`src/rtl/assert_macros.svh`:
```
// Assertion macros used by the executor's top level to check it.
`ifndef ASSERT_MACROS_SVH
`define ASSERT_MACROS_SVH

// Clocked assertion, held off while reset is asserted.
`define SVM_ASSERT(lbl, clk, rstn, prop, msg) \
    lbl: assert property (@(posedge clk) disable iff (!rstn) prop) else $error(msg);

// Clocked assertion that is also checked during reset.
`define SVM_ASSERT_ALWAYS(lbl, clk, prop, msg) \
    lbl: assert property (@(posedge clk) prop) else $error(msg);

`endif

```
`src/rtl/svm_pkg.sv`:
```
// Types and constants shared by the stack machine executor modules.
package svm_pkg;

    localparam logic [4:0] OP_JUMP       = 5'd0;
    localparam logic [4:0] OP_JNZ        = 5'd1;
    localparam logic [4:0] OP_JZ         = 5'd2;
    localparam logic [4:0] OP_LOOKUP     = 5'd3;
    localparam logic [4:0] OP_LOOKUP_NEW = 5'd4;
    localparam logic [4:0] OP_VREAD      = 5'd5;
    localparam logic [4:0] OP_VWRITE     = 5'd6;
    localparam logic [4:0] OP_PUSH       = 5'd7;
    localparam logic [4:0] OP_POP        = 5'd8;
    localparam logic [4:0] OP_ADD        = 5'd9;
    localparam logic [4:0] OP_SUB        = 5'd10;
    localparam logic [4:0] OP_MUL        = 5'd11;
    localparam logic [4:0] OP_DIV        = 5'd12;
    localparam logic [4:0] OP_EQ         = 5'd13;
    localparam logic [4:0] OP_LT         = 5'd14;
    localparam logic [4:0] OP_PRINT      = 5'd15;
    localparam logic [4:0] OP_HALT       = 5'd16;

    localparam logic [2:0] FAULT_NONE      = 3'd0;
    localparam logic [2:0] FAULT_UNDERFLOW = 3'd1;
    localparam logic [2:0] FAULT_OVERFLOW  = 3'd2;
    localparam logic [2:0] FAULT_DIV_ZERO  = 3'd3;
    localparam logic [2:0] FAULT_STORE_FULL = 3'd4;

    localparam logic [15:0] HALT_PC = 16'hffff;
    localparam int DIV_STEPS = 32;

    typedef enum logic [1:0] {
        ST_IDLE,
        ST_READ,
        ST_DIV,
        ST_EXEC
    } svm_state_t;

    typedef struct packed {
        logic accept;
        logic var_rd;
        logic div_start;
        logic commit;
    } svm_cmd_t;

    typedef struct packed {
        logic is_div;
        logic div_done;
        logic out_free;
    } svm_status_t;

endpackage

```
`src/rtl/svm_ctrl.sv`:
```
// Controller state machine that sequences each instruction through the datapath.
module svm_ctrl
    import svm_pkg::*;
(
    input  logic        aclk,
    input  logic        aresetn,
    input  logic        s_tvalid,
    output logic        s_tready,
    input  svm_status_t status,
    output svm_cmd_t    cmd
);

    svm_state_t state_reg, state_next;

    always_ff @(posedge aclk) begin
        if (!aresetn) begin
            state_reg <= ST_IDLE;
        end else begin
            state_reg <= state_next;
        end
    end

    always_comb begin
        state_next = state_reg;
        cmd        = '0;
        s_tready   = (state_reg == ST_IDLE);
        case (state_reg)
            ST_IDLE: begin
                if (s_tvalid) begin
                    cmd.accept = 1'b1;
                    state_next = ST_READ;
                end
            end
            ST_READ: begin
                cmd.var_rd = 1'b1;
                if (status.is_div) begin
                    cmd.div_start = 1'b1;
                    state_next    = ST_DIV;
                end else begin
                    state_next = ST_EXEC;
                end
            end
            ST_DIV: begin
                if (status.div_done) begin
                    state_next = ST_EXEC;
                end
            end
            ST_EXEC: begin
                if (status.out_free) begin
                    cmd.commit = 1'b1;
                    state_next = ST_IDLE;
                end
            end
            default: state_next = ST_IDLE;
        endcase
    end

endmodule

```
`config.mk`:
```
export PLATFORM = sky130hd
export DESIGN_NAME = svm_ctrl
export DESIGN_NICKNAME = d
export VERILOG_FILES = /design/src/rtl/assert_macros.svh /design/src/rtl/svm_pkg.sv /design/src/rtl/svm_ctrl.sv
export SDC_FILE = /design/constraint.sdc
export NUM_CORES = 1
export LEC_CHECK = 0
export BUFFER_PORTS_ARGS = -buffer_cell sky130_fd_sc_hd__buf_2
export CORE_AREA = 2 2 39 41
export DETAILED_ROUTE_END_ITERATION = 8
export DIE_AREA = 0 0 41 43
export GPL_TIMING_DRIVEN = 0
export SYNTH_ARGS = -nofsm -noshare
export SYNTH_HDL_FRONTEND = slang
export SYNTH_SLANG_ARGS = --single-unit
```
`constraint.sdc`:
```
create_clock -name aclk -period 1.3 [get_ports aclk]
set_input_delay 0.26 -clock aclk [delete_from_list [all_inputs] [get_ports aclk]]
set_output_delay 0.26 -clock aclk [all_outputs]
set_load 0.1 [all_outputs]
```
=== Yosys cells after proc, flatten, opt, wreduce, memory -nomap -nowiden ===
Index checks and enable logic that the tools add are counted.

* Flip-flop bits (word level): 2
* Bits of input ports: 6
* Output and inout bits: 5

* Equal/unequal tests: 6
* Mux-type cells: 11
* Reduce and logical (&&, ||, !) cells: 2

{| class="wikitable"
|+ Operators by type and width
! cell !! number
|-
| 2-bit 2-to-1 mux || 4
|-
| 2-bit case mux with 4 select lines || 1
|-
| 1-bit 2-to-1 mux || 6
|-
| 2-bit inequality test, second input constant || 3
|-
| 2-bit equality test, second input constant || 2
|-
| 3-bit AND reduction || 1
|-
| 2-bit by 1-bit equality test with 1-bit output, second input constant || 1
|-
| 2-bit logical NOT || 1
|}

=== Depth between registers and ports, before layout ===
Gate-level depths: netlist of run 1.

* Depth in word-level cells: 3
* Mapped depth: 5
* Gate-level depth less buffers: 5

=== Worst setup path after synthesis of run 1 ===
No wires, ideal clock.

* Path type: register to output
* Start: reg state_reg[0]
* End: out cmd[3] (netlist bit)
* Arrival time: 2.143 ns
* Data required time: 1.040 ns
* Setup slack: -1.103 ns
* Cell stages (with the launch flop): 4
* Cell sequence: dfxtp_1 > inv_1 > ha_1 > and2_1

{| class="wikitable"
|+ RTL lines
! what !! line !! RTL
|-
| start: declaration || svm_ctrl.sv:13 || <nowiki>svm_state_t state_reg, state_next;</nowiki>
|-
| start signal: assignment || svm_ctrl.sv:19 || <nowiki>state_reg <= state_next;</nowiki>
|-
| end: declaration || svm_ctrl.sv:10 || <nowiki>output svm_cmd_t cmd</nowiki>
|}

==> key figures, run 1 <==
Run status
  • Status: finished with violations
  • Failing checks: negative setup slack

Synthesis
  • Synth cell types: 17
  • Synth area leaders: ha_1 (22%), dfxtp_1 (17%), nor2b_4 (5.9%)
  • Ys Warns: 0
  • Syn_area_per_cell: 8.903 um2
  • Post-synth top cells: ha_1 (4), inv_1 (3)
  • #FFs+latches synth: 2
  • Largest area contributor in the netlist: ha_1
  • FFs w/ async S/R, synth: 0%
  • Post-synth top flop: dfxtp_1
  • Mapped Area: roughly 230 um2
  • Post-synth top area share: roughly 22%
  • Net Count, Synth: 36
  • Most frequent cell after synthesis: ha_1
  • Number of flops mapped to enable cells by yosys: 0
  • Sequential area share after synthesis: about 17%
  • Cells after synthesis: 26

Final layout
  • Layout cell share with drive strength beyond 1: around 73%
  • Nets: 56
  • Register area: 47.55 um2
  • Post-route core utilization: approximately a third
  • Largest register FFs: 2
  • Number of diodes: 0
  • Non-Filler Instances: 60
  • Area of the multi-input gates: 226.5 um2
  • Layout fillers: ~150
  • Synth-to-layout area growth: 104.9%

GRT
  • Number of global-route vias before repair: between 200 and 300
  • Grt ovf: 0
  • First-pass GRT wire length: ~1000 um
  • Initial antenna violation count: 0
  • GRT Util Overall: between 8 and 9%
  • Largest net degree at the start of global routing: 5

Die
  • Die width: a little over 40 um
  • Die Span Y: 43 um
  • IO Count: 11
  • Row count: 14
  • Initial core utilization: ~17%
  • Total core area: roughly 1400 um2
  • Die area: approximately 1800 um2

Clocking
  • Clk Latency, worst-skew pair: about 220 ps
  • CTS tree: yes
  • Clk pin slew, worst setup/hold paths: around 30 ps
  • CTS max path bufs: 2
  • TritonCTS sink count: 2
  • Post-CTS Hold Fix Bufs: 0
  • Inserted Clock Buffers: 3
  • Total number of H-tree levels: 1
  • Root buf cell: clkbuf_4

Routing
  • Vias per cell: ~4.2
  • Antenna Nets Post-Route: 0
  • Drt drc: 0
  • Via count: approximately 250
  • Iteration-0 DRC Markers: 1
  • Total Wirelength: 558 um
  • Wire length per cell: approximately 9.3 um
  • DRT Pass-1 Iters: 3

Placement
  • Post-DP HPWL: between 300 and 400 um
  • Placed cells: between 50 and 60
  • Port buffer count: 10
  • GP Congestion: 0.6665

Worst setup path
  • CP startpoint: state_reg[0]$_SDFFE_PN0P_
  • Flop-to-flop setup slack: -30 ps
  • CP Launch Type: flop
  • Crit path to: cmd[3]
  • Data required, critical path: around 1000 ps
  • CP endpoint kind: primary output
  • Crit path kind: reg2out
  • Worst EP arrival: roughly 1100 ps
  • Reg2Reg Capture Point: state_reg[1]$_SDFFE_PN0P_
  • R2R Path Start: state_reg[0]$_SDFFE_PN0P_
  • R2r worst-path depth: 6
  • Crit path max fanout: 4

Timing
  • Period utilization: 106.4%
  • Fin worst setup slack: -83.21 ps
  • RSZ-0062 raised after global routing: true
  • Minimum clock period: 1383 ps
  • Setup tns final: -274.9 ps
  • Final Slew Violations: 0
  • Fmax: ~720 MHz
  • Worst Tran Pin Value: about 280 ps
  • Final Hold Fails: 0
  • Final clock skew: between 2 and 2.5 ps
  • Relative slew slack: 81.61%
  • Fin Hold WS: 286.7 ps
  • Endpoints failing setup: 6

Flow run
  • Number of max-cap violations: 0

Worst hold path
  • Min-delay worst type: in2reg
cell families (layout without fill, tap and decap cells):
kind of cell               count (synthesis)  count (layout)  synth area share (%)
AOI/OAI and AO/OA                          4               4                 15.14
DFF                                        2               2                 17.30
and+or+nand+nor                           13              13                 41.08
adders and majority gates                  4               4                 21.62
buffers and inverters                      3              21                 4.865
cells in the final DEF, fill, tap and decap left out:
master    n
a211o_1   1
a21boi_1  1
and2_4    3
buf_12    3
buf_2     5
buf_4     6
buf_6     1
clkbuf_4  3
dfxtp_4   2
ha_1      1
ha_4      3
inv_1     1
inv_4     2
nand2b_1  2
nand3_1   1
nand4_1   1
nor2_1    1
nor2b_1   1
nor2b_2   1
nor2b_4   1
nor4_2    1
o221a_1   1
o31ai_1   1
or2b_2    1
stage by stage:
| stage | setup WS [ps] | instance area, um2 |
|---|---|---|
| after floorplan | -117.8 | 266.5 |
| after global placement | -89.29 | 336.6 |
| after detailed placement | -95.38 | 336.6 |
| after CTS | -87.19 | 474.2 |
| after global routing | -123.2 | 474.2 |
| final | -83.21 | 474.2 |
cell type report:
cell class                 instances  share of cell area [%]
clock buffer                       3                   4.749
inverter                           3                   3.430
timing repair buffer              15                   29.82
tap                               16                   4.222
multi-input combinational         21                   47.76
sequential                         2                   10.03
worst max-delay path, stage by stage, from the launching register on:
cell and delay, ps:
dfxtp_4 390, inv_4 50, ha_4 160, and2_4 140, buf_12 160
what timing repair did:
action | 4_1_cts | 5_1_grt
setup endpoints to repair | 6 | 7
pin swaps | 8 | 0
resized for setup | 22 | 0
setup buffers | 5 | 0
gates cloned | 0 | 0
worst min path at each step:
stage / depth (start not counted) / to / from
floorplan: 1 / state_reg[0]$_SDFFE_PN0P_ / aresetn
global placement: 2 / state_reg[1]$_SDFFE_PN0P_ / state_reg[1]$_SDFFE_PN0P_
detailed placement: 2 / state_reg[1]$_SDFFE_PN0P_ / state_reg[1]$_SDFFE_PN0P_
CTS: 2 / state_reg[0]$_SDFFE_PN0P_ / aresetn
global route: 2 / state_reg[0]$_SDFFE_PN0P_ / aresetn
finish: 2 / state_reg[0]$_SDFFE_PN0P_ / aresetn
layer usage:
layer | up-vias | wire length (um) | GRT usage (%) | part of all wire (%)
met5 | - | 0 | 0 | 0
met4 | 0 | 0 | 6.000 | 0
met3 | 0 | 32 | 3.665 | 5.7
met2 | 8 | 284 | 12.50 | 51
met1 | 115 | 240 | 9.265 | 43
li1 | 128 | - | - | -
Power of run 1 is left out: the tool's default activity adds up to more than one toggle a clock period on the data nets, which glitch-free logic cannot reach.
==> run 2: changes to the inputs <==
--- a/config.mk
+++ b/config.mk
@@ -6,10 +6,13 @@
 export NUM_CORES = 1
 export LEC_CHECK = 0
 export BUFFER_PORTS_ARGS = -buffer_cell sky130_fd_sc_hd__buf_2
+export CELL_PAD_IN_SITES_DETAIL_PLACEMENT = 1
+export CELL_PAD_IN_SITES_GLOBAL_PLACEMENT = 1
 export CORE_AREA = 2 2 39 41
 export DETAILED_ROUTE_END_ITERATION = 8
 export DIE_AREA = 0 0 41 43
 export GPL_TIMING_DRIVEN = 0
+export PLACE_DENSITY_LB_ADDON = 0.1
 export SYNTH_ARGS = -nofsm -noshare
 export SYNTH_HDL_FRONTEND = slang
 export SYNTH_SLANG_ARGS = --single-unit
==> run 2 against run 1 <==
The flow still finishes with violations (negative setup slack). Non-clock buffer count fell by 2. Hold slack improved by 11 ps. Wire length rose by 12%. Global-route usage rose by 0.69 points. Critical path type unchanged. Highest routed layer unchanged.
==> key figures, run 2 (synthesis gave the netlist of run 1 again) <==
Routing
  • Iteration-0 DRC Markers: 1 (unchanged)
  • Vias per cell: 4.345 (was 4.183)
  • Antenna Nets Post-Route: 0 (unchanged)
  • Via count: 252 (was 251)
  • DRT Pass-1 Iters: 2 (was 3)
  • Total Wirelength: 624 um (was 558 um)
  • Wire length per cell: 10.76 um (was 9.300 um)
  • Drt drc: 0 (unchanged)

Clocking
  • Root buf cell: clkbuf_4 (unchanged)
  • Clk pin slew, worst setup/hold paths: 30 ps (about the same)
  • Total number of H-tree levels: 1 (unchanged)
  • CTS tree: yes (unchanged)
  • CTS max path bufs: 2 (unchanged)
  • TritonCTS sink count: 2 (unchanged)
  • Clk Latency, worst-skew pair: 220 ps (about the same)
  • Inserted Clock Buffers: 3 (unchanged)

Timing
  • Fin worst setup slack: -98.25 ps (was -83.21 ps)
  • Final Slew Violations: 0 (unchanged)
  • Fmax: 715.2 MHz (was 723.0 MHz)
  • Minimum clock period: 1398 ps (was 1383 ps)
  • Relative slew slack: 85.15% (was 81.61%)
  • Final Hold Fails: 0 (unchanged)
  • Period utilization: 107.6% (was 106.4%)
  • Final clock skew: 3.622 ps (was 2.329 ps)
  • Worst Tran Pin Value: 221.0 ps (was 278.1 ps)
  • Fin Hold WS: 297.5 ps (was 286.7 ps)
  • RSZ-0062 raised after global routing: true (unchanged)
  • Endpoints failing setup: 3 (was 6)

Worst setup path
  • CP Launch Type: flop (unchanged)
  • Crit path to: cmd[3] (unchanged)
  • CP Buf/Inv Count: 2 (unchanged)
  • Data required, critical path: 1040 ps (about the same)
  • Crit path kind: reg2out (unchanged)
  • R2r worst-path depth: 6 (unchanged)
  • Cell Chain, Critical Path: inv_4 > ha_4 > and2_4 > buf_12 (unchanged)
  • Worst path slowest cell: dfxtp_4 (unchanged)
  • Crit-path leading delay family: flip-flops (unchanged)
  • Worst EP arrival: 1140 ps (was 1120 ps)
  • Critical path depth: 4 (unchanged)
  • Flop-to-flop setup slack: 0 ps (was -30 ps)
  • R2R Path Start: state_reg[0]$_SDFFE_PN0P_ (unchanged)
  • Crit path max fanout: 5 (was 4)
  • Reg2Reg Capture Point: state_reg[0]$_SDFFE_PN0P_ (was state_reg[1]$_SDFFE_PN0P_)
  • CP startpoint: state_reg[0]$_SDFFE_PN0P_ (unchanged)
  • CP max stage delay: 390 ps (about the same)
  • CP endpoint kind: primary output (unchanged)

Final layout
  • Synth-to-layout area growth: 105.4% (was 104.9%)
  • Largest register FFs: 2 (unchanged)
  • Register area: 47.55 um2 (unchanged)
  • Post-route core utilization: 34.36% (was 34.27%)
  • Layout cell share with drive strength beyond 1: 73.81% (was 72.73%)
  • Area of the multi-input gates: 231.5 um2 (was 226.5 um2)
  • Nets: 54 (was 56)
  • Number of diodes: 0 (unchanged)
  • Commonest non-fill, non-tap cell in the layout: buf_2 (was buf_4)
  • Layout fillers: 159 (was 151)

Worst hold path
  • Min-delay worst type: in2reg (unchanged)

GRT
  • Grt ovf: 0 (unchanged)
  • Initial antenna violation count: 0 (unchanged)
  • Number of global-route vias before repair: 272 (was 261)
  • First-pass GRT wire length: 1090 um (was 1014 um)
  • Largest net degree at the start of global routing: 6 (was 5)
  • GRT Util Overall: 9.209% (was 8.517%)

Die
  • Row count: 14 (unchanged)
  • Total core area: 1384 um2 (unchanged)
  • Die area: 1763 um2 (unchanged)
  • IO Count: 11 (unchanged)
  • Die width: 41 um (unchanged)
  • Initial core utilization: 16.73% (unchanged)
  • Die Span Y: 43 um (unchanged)

Run status
  • Status: finished with violations (unchanged)
  • Failing checks: negative setup slack (unchanged)

Placement
  • GP Congestion: 0.6817 (was 0.6665)
  • Pre-CTS setup slack: -103.8 ps (was -95.38 ps)
  • Post-DP HPWL: 445.5 um (was 397.1 um)
  • Port buffer count: 10 (unchanged)

Flow run
  • Number of max-cap violations: 0 (unchanged)
## run 2: cell types whose count changed in the layout (fill, tap and decap cells not counted), sizes merged
cell	previous run	this run
buf	15	13
## run 2: repair_timing
action / CTS / global route
pin swaps: 4 / 4
setup endpoints to repair: 7 / 7
resized for setup: 23 / 3
hold buffers: 0 / 0
buffers inserted: 3 / 0
## run 2: area by class of cell
cell class | instances | area share (%)
multi-input cells | 21 | 48.68
clock buffers | 3 | 4.737
flip-flops and latches | 2 | 10.00
inverters | 3 | 3.421
repair buffers | 13 | 28.95
well taps | 16 | 4.211
## run 2: how the worst min path moves through the flow
stage	end	startpoint	cells past startpoint	slack, ps
finish	state_reg[0]$_SDFFE_PN0P_	aresetn	2	300
global route	state_reg[0]$_SDFFE_PN0P_	aresetn	2	310
CTS	state_reg[0]$_SDFFE_PN0P_	aresetn	2	290
detailed placement	state_reg[0]$_SDFFE_PN0P_	aresetn	2	520
global placement	state_reg[0]$_SDFFE_PN0P_	aresetn	2	520
floorplan	state_reg[0]$_SDFFE_PN0P_	aresetn	1	390
## run 2: stage by stage
step,area [um2],cells,TNS [ps]
after floorplan,266.5,26,-294.6
after CTS,460.4,58,-322.1
after detailed placement,336.6,52,-331.2
after global routing,475.5,58,-440.5
after global placement,336.6,52,-327.5
final,475.5,58,-213.5
## run 2: per-layer routing
metal / global-route usage, % / wire length [um]
met1: 10.51 / 256
met2: 14.69 / 333
met3: 3.141 / 34
met4: 4.000 / 0
met5: 0 / 0
Power of run 2 is left out for the same reason.
